--- src/sv/ftw_pkg.sv ---
// shared constants, types and codes of the twister word generator
// used by every module of the block; depends on nothing
`timescale 1ns / 1ps

package ftw_pkg;

    // store geometry
    localparam int ENTRIES   = 156;
    localparam int WORDS     = 4 * ENTRIES;
    localparam int ENT_W     = $clog2(ENTRIES);
    localparam int WIDX_W    = $clog2(WORDS + 1);
    localparam int MOD_W     = ((ENT_W > 8) ? ENT_W : 8) + 1;
    localparam int ENTRY_W   = 128;
    localparam int HALF_W    = 64;
    localparam int WORD_W    = 32;

    // configuration port
    localparam int CFG_W     = 8;
    localparam int CFG_IDX_W = 2;
    localparam int TAP_W     = 8;
    localparam int SH_W      = 6;

    // seeding recurrence
    localparam logic [WORD_W-1:0] SEED_MULT = 32'd1812433253;
    localparam int                SEED_SHR  = 30;

    typedef enum logic {
        OP_SEED  = 1'b0,
        OP_FETCH = 1'b1
    } op_t;

    typedef enum logic [CFG_IDX_W-1:0] {
        CFG_TAP_OFFSET   = 2'd0,
        CFG_LEFT_SHIFT_A = 2'd1,
        CFG_LEFT_SHIFT_B = 2'd2,
        CFG_RIGHT_SHIFT  = 2'd3
    } cfg_idx_t;

    typedef struct packed {
        logic [TAP_W-1:0] tap_offset;
        logic [SH_W-1:0]  left_shift_a;
        logic [SH_W-1:0]  left_shift_b;
        logic [SH_W-1:0]  right_shift;
    } cfg_t;

    typedef struct packed {
        op_t               op;
        logic [WORD_W-1:0] seed;
    } cmd_t;

    typedef struct packed {
        logic valid;
        cmd_t cmd;
    } cmd_q_t;

    typedef enum logic [3:0] {
        ST_IDLE,
        ST_SEED_ADD,
        ST_SEED_MUL,
        ST_RG_INIT,
        ST_RG_MOD,
        ST_RG_RD,
        ST_RG_LO,
        ST_RG_HI,
        ST_F_OUT
    } eng_state_t;

endpackage

--- src/sv/ftw_cmd_queue.sv ---
// front end: accepts command words, classifies them and holds them in a
// two-entry queue for the engine; depends on ftw_pkg
`timescale 1ns / 1ps

module ftw_cmd_queue (
    input  logic                       aclk,
    input  logic                       aresetn,
    input  logic                       s_valid,
    output logic                       s_ready,
    input  logic                       s_opcode,
    input  logic [ftw_pkg::WORD_W-1:0] s_seed_value,
    output ftw_pkg::cmd_q_t            head,
    input  logic                       pop
);
    import ftw_pkg::*;

    cmd_t       slot_reg [2];
    logic       wr_ptr_reg, wr_ptr_next;
    logic       rd_ptr_reg, rd_ptr_next;
    logic [1:0] cnt_reg, cnt_next;
    logic       push, pop_ok;
    cmd_t       in_cmd;

    // classify: the seed word only matters for a seed command
    always_comb begin
        in_cmd.op   = op_t'(s_opcode);
        in_cmd.seed = (in_cmd.op == OP_SEED) ? s_seed_value : '0;
    end

    assign s_ready = (cnt_reg != 2'd2);
    assign push    = s_valid && s_ready;
    assign pop_ok  = pop && (cnt_reg != 2'd0);

    // pointer and fill bookkeeping
    always_comb begin
        wr_ptr_next = wr_ptr_reg ^ push;
        rd_ptr_next = rd_ptr_reg ^ pop_ok;
        cnt_next    = cnt_reg + {1'b0, push} - {1'b0, pop_ok};
    end

    always_ff @(posedge aclk) begin
        if (!aresetn) begin
            wr_ptr_reg <= 1'b0;
            rd_ptr_reg <= 1'b0;
            cnt_reg    <= 2'd0;
        end else begin
            wr_ptr_reg <= wr_ptr_next;
            rd_ptr_reg <= rd_ptr_next;
            cnt_reg    <= cnt_next;
        end
    end

    // queue storage
    always_ff @(posedge aclk) begin
        if (push) begin
            slot_reg[wr_ptr_reg] <= in_cmd;
        end
    end

    assign head.valid = (cnt_reg != 2'd0);
    assign head.cmd   = slot_reg[rd_ptr_reg];

endmodule

--- config.mk ---
export PLATFORM = sky130hd
export DESIGN_NAME = ftw_cmd_queue
export DESIGN_NICKNAME = d
export VERILOG_FILES = /design/src/sv/ftw_pkg.sv /design/src/sv/ftw_cmd_queue.sv
export SDC_FILE = /design/constraint.sdc
export NUM_CORES = 1
export LEC_CHECK = 0
export BUFFER_PORTS_ARGS = -buffer_cell sky130_fd_sc_hd__buf_2
export CORE_MARGIN = 2
export CORE_UTILIZATION = 50
export DETAILED_ROUTE_END_ITERATION = 10
export PLACE_DENSITY = 0.76
export SETUP_SLACK_MARGIN = 0.05
export SYNTH_ARGS = -nofsm -noshare
export SYNTH_HDL_FRONTEND = slang
export SYNTH_SLANG_ARGS = --single-unit
--- constraint.sdc ---
create_clock -name aclk -period 2.4 [get_ports aclk]
set_input_delay 0.12 -clock aclk [delete_from_list [all_inputs] [get_ports aclk]]
set_output_delay 0.12 -clock aclk [all_outputs]
set_load 0.005 [all_outputs]
## Word level (Yosys, flattened, before mapping)

Memories as Yosys holds them, arrays and structs flattened. A register that Yosys moved wholly into a read port is not among the register bits.
Cells that the tools add are included.

- Word-level logic and storage cells: 16
- Memories kept: 1
- Latch bits: 0
- Bits in writable memories: 66
- Register bits after elaboration: 4
- Output and inout port bits: 35
- Memory bits (read-only): 0
- Input port bits: 37

- Add/sub/neg operators: 2
- Eq/ne operators: 1
- Shift-type cells: 0
- Reductions and logical operators: 3
- Order comparisons: 0
- Bitwise operators: 2
- $mul: 0
- Div/mod/pow operators: 0
- Muxes and demuxes: 4

Memory list:

| name | depth | bits a word | rd ports | clocked after Yosys merged registers in | write ports | RTL line | text |
|---|---|---|---|---|---|---|---|
| slot_reg | 2 | 33 | 1 | 1 | 1 | ftw_cmd_queue.sv:17 | `cmd_t slot_reg [2];` |

Operators by type and width:

| cell | number |
|---|---|
| 32-bit two-way mux | 1 |
| 1-bit two-way mux | 3 |
| 2-bit by 1-bit adder with 2-bit output | 1 |
| 1-bit logical AND | 2 |
| 2-bit != test (second input constant) | 1 |
| 2-bit nonzero test | 1 |
| 2-bit by 1-bit subtractor with 2-bit output | 1 |
| 1-bit bitwise XOR | 2 |

## Longest topological paths before layout

Gate-level depths: netlist (run 1).

- Word-level depth: 4
- Gate-level depth with buffers: 6
- Gate-level depth less buffers: 6

## Least setup slack after synthesis (run 1)

Ideal clock, no wire load.

- Path type: reg-to-reg
- Start point: reg cnt_reg[0]
- End point: mem slot_reg[0][0] (netlist bit), enable pin
- Path buffers: 0
- Path slack: 0.467 ns
- Cell stages (with the launch flop): 4
- Clock period less this slack: 1.933 ns
- Arrival: 1.540 ns
- Path through: dfxtp_1 > nand2b_1 > and2_1 > ha_1

- Cells in the longest elaborated chain, start to end: 4

RTL lines:

| item | RTL line | text |
|---|---|---|
| from (decl) | ftw_cmd_queue.sv:20 | `logic [1:0] cnt_reg, cnt_next;` |
| from (signal assigned) | ftw_cmd_queue.sv:49 | `cnt_reg <= cnt_next;` |
| 2-bit != test | ftw_cmd_queue.sv:30 | `assign s_ready = (cnt_reg != 2'd2);` |
| named net s_ready | ftw_cmd_queue.sv:9 | `output logic s_ready,` |
| 1-bit logical AND | ftw_cmd_queue.sv:31 | `assign push = s_valid && s_ready;` |
| 1-bit two-way mux | ftw_cmd_queue.sv:55 | `if (push) begin` |
| 1-bit two-way mux (not written as such) | ftw_cmd_queue.sv:56 | `slot_reg[wr_ptr_reg] <= in_cmd;` |
| to (decl) | ftw_cmd_queue.sv:17 |  |

The timed path passes the listed nets, and every way through them passes these cells.

==> results of run 1 <==
[routing by layer]
metal	GRT usage (%)	wire length [µm]	up-vias
met5	0	0	-
met4	8.31	87	0
met3	3.51	229	9
met2	26.6	2380	48
met1	17.6	1950	730
li1	-	-	775
[synthesized netlist by cell type]
library cell / n
buf_6: 3
mux2i_1: 1
mux2_2: 33
a32oi_1: 1
a21bo_1: 1
o21ai_0: 2
nor2b_1: 34
xnor2_1: 1
edfxtp_1: 66
dfxtp_1: 5
nor2_1: 2
clkbuf_1: 3
a211oi_1: 1
inv_1: 1
buf_2: 1
and3_1: 1
nand3_1: 1
nand2b_1: 1
or2b_2: 1
or2_2: 1
ha_1: 2
and2_1: 4
nand2_1: 1
[worst max-delay path by stage]
stage / to / start
6_report: head[16] / flip-flop
5_1_grt: head[16] / flip-flop
3_5_place_dp: slot_reg[0][20] / cnt_reg[0]
4_1_cts: head[1] / flip-flop
3_3_place_gp: slot_reg[0][15] / cnt_reg[0]
2_1_floorplan: slot_reg[0][0] / cnt_reg[0]
[through the flow]
step | utilization [%] | cell area, µm² | hold WS (ns) | setup WS, ns
floorplan | - | 2870 | 0.219 | 0.467
global placement | 59.7 | 3310 | 0.394 | 0.911
detailed placement | 59.7 | 3310 | 0.403 | 0.880
CTS | 63.5 | 3520 | 0.0535 | 0.692
global route | 63.5 | 3520 | 0.0784 | 0.649
finish | 63.5 | 3520 | 0.0653 | 0.726
[critical path: stages (launching register included)]
cell and delay (ns):
dfxtp_1 0.31, buf_4 0.39, mux2_2 0.40, buf_2 0.13
[kinds of logic after synthesis]
| kind of cell | count (synthesis) |
|---|---|
| AND/OR/NAND/NOR | 46 |
| AO/OA/AOI/OAI | 5 |
| multiplexers | 34 |
| buffers and inverters | 8 |
| XOR/XNOR | 1 |
| adder cells (fa/ha/maj) | 2 |
| flip-flops | 71 |
[area by class of cell]
cell class	instances	area, µm²
sequential	71	2080
clock buffer	10	128
clock inverter	6	85.1
timing repair buffer	75	398
tap	72	90.1
multi-input combinational	88	733
fill	429	2020
inverter	1	3.75
[power by group through the flow]
stage | clock network (mW) | logic, mW | registers (mW)
after floorplan | 0 | 0.448 | 1.61
after global placement | 0 | 0.689 | 1.61
after detailed placement | 0 | 0.697 | 1.62
after CTS | 1.02 | 0.702 | 1.59
after global routing | 1.06 | 0.759 | 1.60
final | 0.987 | 0.685 | 1.59
==> reports/results.txt, run 1 <==
RSZ-0062 raised after global routing: no
hold path depth: 2
top post-synthesis cells by area: edfxtp_1 69%, mux2_2 13%, nor2b_1 7.4%
vias in the first global route: 1586
Vias: 1562
TritonCTS clock tree: yes
RR Endpoint: slot_reg[0][14]
Final TNS setup: 0 ns
Yosys warning count: 0
Synth Area in Adders: 0.872%
Tcrit/Tclk final: 69.8%
fmax: 597 MHz
critical path type: flip-flop to output pin
drc violations: 0
number of I/O port buffers: 71
gr usage total: 15.3%
#FFs+latches synth: 71
max reg flops: 66
largest family of logic cells by synthesized area: multiplexers
hold buffer count at cts: 0
worst reg-to-reg path cell count: 4
max-slew violation count: 0
switching power: 0.772 mW
Syn Area/Cell: 17.2 µm²
Worst Clk Skew: 0.00535 ns
first-pass GRT wire length: 7160 µm
maximum vdd drop: 512 µV
wire length per cell: 14.4 µm
P_int: 2.49 mW
Worst EP required: 2.28 ns
syn nets: 206
commonest non-fill, non-tap cell in the layout: buf_2
Initial Util: 51.8%
Least-Margin Pin Slew: 0.621 ns
# setup viols final: 0
reg2reg setup slack: 0.88 ns
clock share of power: 30.3%
CTS root buf: clkbuf_8
final non-filler cell total: 323
area leader, netlist: edfxtp_1
Seq/Total Area, Yosys: 72.6%
most frequent cells in the layout: 71 x buf_2, 66 x edfxtp_1, 34 x nor2b_1
core box area: 5540 µm²
Synth Area in XOR/XNOR: 0.305%
gpl congestion: 0.698
HPWL Detailed: 3010 µm
final hold violation count: 0
initial antenna violation count: 0
total gr overflow: 0
# nets final: 285
clk_lat worst skew: 0.33 ns
# resized after CTS: 0
Area growth syn-to-layout: 22.7%
mapped cell area: 2870 µm²
die area: 6360 µm²
DRT iter0 DRCs: 45
DRT Wirelength: 4640 µm
post-CTS setup buffer count: 0
critical path launch point type: flip-flop
Routed Antenna Nets: 0
die height: 79.8 µm
Leak: 1.36 nW
min-delay src: aresetn
Critical Path Fanout Max: 33
largest net degree at the start of global routing: 35
Placed Cells incl. Taps: 307
Switching Share: 23.7%
Hold Crit Class: primary input to flip-flop
Critical Path End Type: output pin
drt first pass iters: 4
worst r2r src: cnt_reg[0]
Antenna diodes: 0
sequential share of power: 48.7%
PwrDens: 926 nW/µm²
Clock Path Buffers: 2
Site Rows: 27
Synth cell types: 23
Die Wd: 79.8 µm
mux cell area share after synthesis: 13.3%
Tot Pwr: 3.26 mW
share of cells above drive strength 1: 49.4%
Avg Vias per Cell: 4.84
Ports: 72
status: completed
post-synthesis simple-gate area fraction: 9.81%
Clock Sinks: 71
post-synthesis compound-gate area fraction: 1.26%
Arrival @ worst endpoint: 1.55 ns
combinational share of power: 21.0%
Cells after Synth: 167
share of the synthesized area in the top cell type: 69.1%
Slew headroom: 58.6%
Num CTS Buffers: 9
max cap viols: 0
Clock transition at path regs: 0.06 ns
minimum clock period: 1.67 ns
H-tree Lvls: 3
Power figures use the tool's default switching activity.
==> inputs of run 2 (changes only) <==
Settings changed: ABC_AREA set to 1, PLACE_DENSITY 0.76 to 0.75.
Clock period 2.4 ns to 1.7 ns, I/O delays scaled along.
==> reports/results.txt, run 2 <==
critical path's slowest cell: mux2_2
Slew headroom: 56.9%
Arrival @ worst endpoint: 1.41 ns
critical path launch point type: flip-flop
Seq. cell area: 2080 µm²
post-CTS setup buffer count: 0
# nets final: 324
asr flop ratio synth: 0%
die height: 81.9 µm
share of cells above drive strength 1: 42.8%
Ports: 72
max cap viols: 0
first-pass GRT wire length: 7250 µm
crit path to: head[1]
most frequent cells in the layout: 71 x buf_2, 66 x edfxtp_1, 41 x inv_1
top cells by count, synth: 66 x edfxtp_1, 41 x inv_1, 39 x nor2_1, 30 x mux2_4, 9 x nand2_1
vias in the first global route: 1685
Routed Antenna Nets: 0
gr usage total: 15.0%
Antenna diodes: 0
Most used DFF post-synth: edfxtp_1
Final TNS setup: 0 ns
Least-Margin Pin Slew: 0.646 ns
Cells after Synth: 206
Critical Path End Type: output pin
Tcrit/Tclk final: 88.0%
reg2reg setup slack: 0.23 ns
CP max stage delay: 0.36 ns
clk_lat worst skew: 0.32 ns
# setup viols final: 0
Fillers: 462
status: completed
Clock Path Buffers: 2
Vias: 1668
minimum clock period: 1.50 ns
worst r2r src: cnt_reg[1]
worst reg-to-reg path cell count: 10
core box area: 5890 µm²
initial antenna violation count: 0
Worst EP required: 1.62 ns
DRT Wirelength: 4790 µm
RSZ-0062 raised after global routing: no
max reg flops: 66
Hold Crit Class: primary input to flip-flop
gpl congestion: 0.678
maximum vdd drop: 866 µV
number of flops mapped to enable cells by yosys: 66
RR Endpoint: cnt_reg[1]
Yosys warning count: 0
top post-synthesis cells by area: edfxtp_1 65%, mux2_4 15%, inv_1 5.1%
H-tree Lvls: 3
syn nets: 245
die area: 6710 µm²
Synth cell types: 15
area leader, netlist: edfxtp_1
Num CTS Buffers: 9
multi-input logic area: 727 µm²
TritonCTS clock tree: yes
area post-placement: 3470 µm²
Leak: 1.63 nW
most common cell in the netlist: edfxtp_1
number of I/O port buffers: 71
Seq/Total Area, Yosys: 68.6%
PwrDens: 1360 nW/µm²
Worst Clk Skew: 0.00430 ns
Area growth syn-to-layout: 20.1%
CTS root buf: clkbuf_8
wire length per cell: 13.1 µm
Clock Sinks: 71
drt first pass iters: 4
commonest non-fill, non-tap cell in the layout: buf_2
total gr overflow: 0
max-slew violation count: 0
Critical Path Fanout Max: 33
Die Wd: 81.9 µm
DRT iter0 DRCs: 57
HPWL Detailed: 3160 µm
share of the synthesized area in the top cell type: 65.3%
fmax: 668 MHz
Initial Util: 51.6%
drc violations: 0
largest net degree at the start of global routing: 35
mapped cell area: 3040 µm²
final hold violation count: 0
Clock transition at path regs: 0.07 ns
fin worst setup slack: 0.204 ns
Site Rows: 28
dpl ws: 0.204 ns
Final Cell Area: 3650 µm²
Syn Area/Cell: 14.7 µm²
Avg Vias per Cell: 4.57
critical path type: flip-flop to output pin
CP cell instances: buf_12, mux2_2, buf_2
#FFs+latches synth: 71
[run 2: how the worst min path moves through the flow]
stage	start	to	slack (ns)	depth (start not counted)
2_1_floorplan	aresetn	cnt_reg[0]	0.18	2
3_3_place_gp	aresetn	cnt_reg[0]	0.32	3
3_5_place_dp	aresetn	cnt_reg[0]	0.32	3
4_1_cts	s_seed_value[22]	slot_reg[1][22]	0.06	3
5_1_grt	s_seed_value[25]	slot_reg[1][25]	0.09	3
6_report	s_seed_value[19]	slot_reg[1][19]	0.08	3
[run 2: area by class of cell]
class | instances | share of cell area [%]
inverter | 41 | 4.22
sequential | 71 | 57.1
multi-input combinational | 87 | 19.9
tap | 75 | 2.57
clock buffer | 14 | 4.19
clock inverter | 2 | 0.275
timing repair buffer | 75 | 11.7
[run 2: layer usage]
layer  vias to the layer above  GRT usage [%]  part of all wire, %
li1                        843              -                    -
met1                       777           15.6                   40
met2                        42           27.3                   53
met3                         6           3.30                  4.8
met4                         0           9.00                  1.8
met5                         -              0                    0
[run 2: report_power, final]
group	internal [mW]	switching [mW]	leakage (nW)
logic	0.789	0.673	0.868
registers	2.29	0.0928	0.673
clock network	0.567	0.535	0.0844
[run 2: worst max-delay path: cells and delay by family (launching register included)]
kind                   cells  cell delay (ns)
muxes                      1             0.36
DFF                        1             0.34
buffers and inverters      2             0.37
[run 2: kinds of logic after synthesis]
family	Yosys count	share of synthesized area, %
AOI/OAI and AO/OA	1	0.165
muxes	33	15.9
and+or+nand+nor	50	6.30
buffers and inverters	48	7.91
DFF	71	68.6
adders and majority gates	2	0.824
xor gates and xnor gates	1	0.288
[run 2: per-stage QoR]
| stage | cells | hold slack [ns] | power, mW | utilization, % |
|---|---|---|---|---|
| 6_report | 365 | 0.0844 | 4.95 | 61.9 |
| 4_1_cts | 365 | 0.0645 | 5.02 | 61.9 |
| 2_1_floorplan | 206 | 0.178 | 3.44 | - |
| 5_1_grt | 365 | 0.0898 | 5.22 | 61.9 |
| 3_5_place_dp | 348 | 0.321 | 3.90 | 59.0 |
| 3_3_place_gp | 348 | 0.320 | 3.85 | 59.0 |
[run 2: repair_timing]
action                     CTS  global route
gates resized for setup      0             1
hold buffers                 1             0
setup endpoints to repair    0             1
hold endpoints to repair     2             0
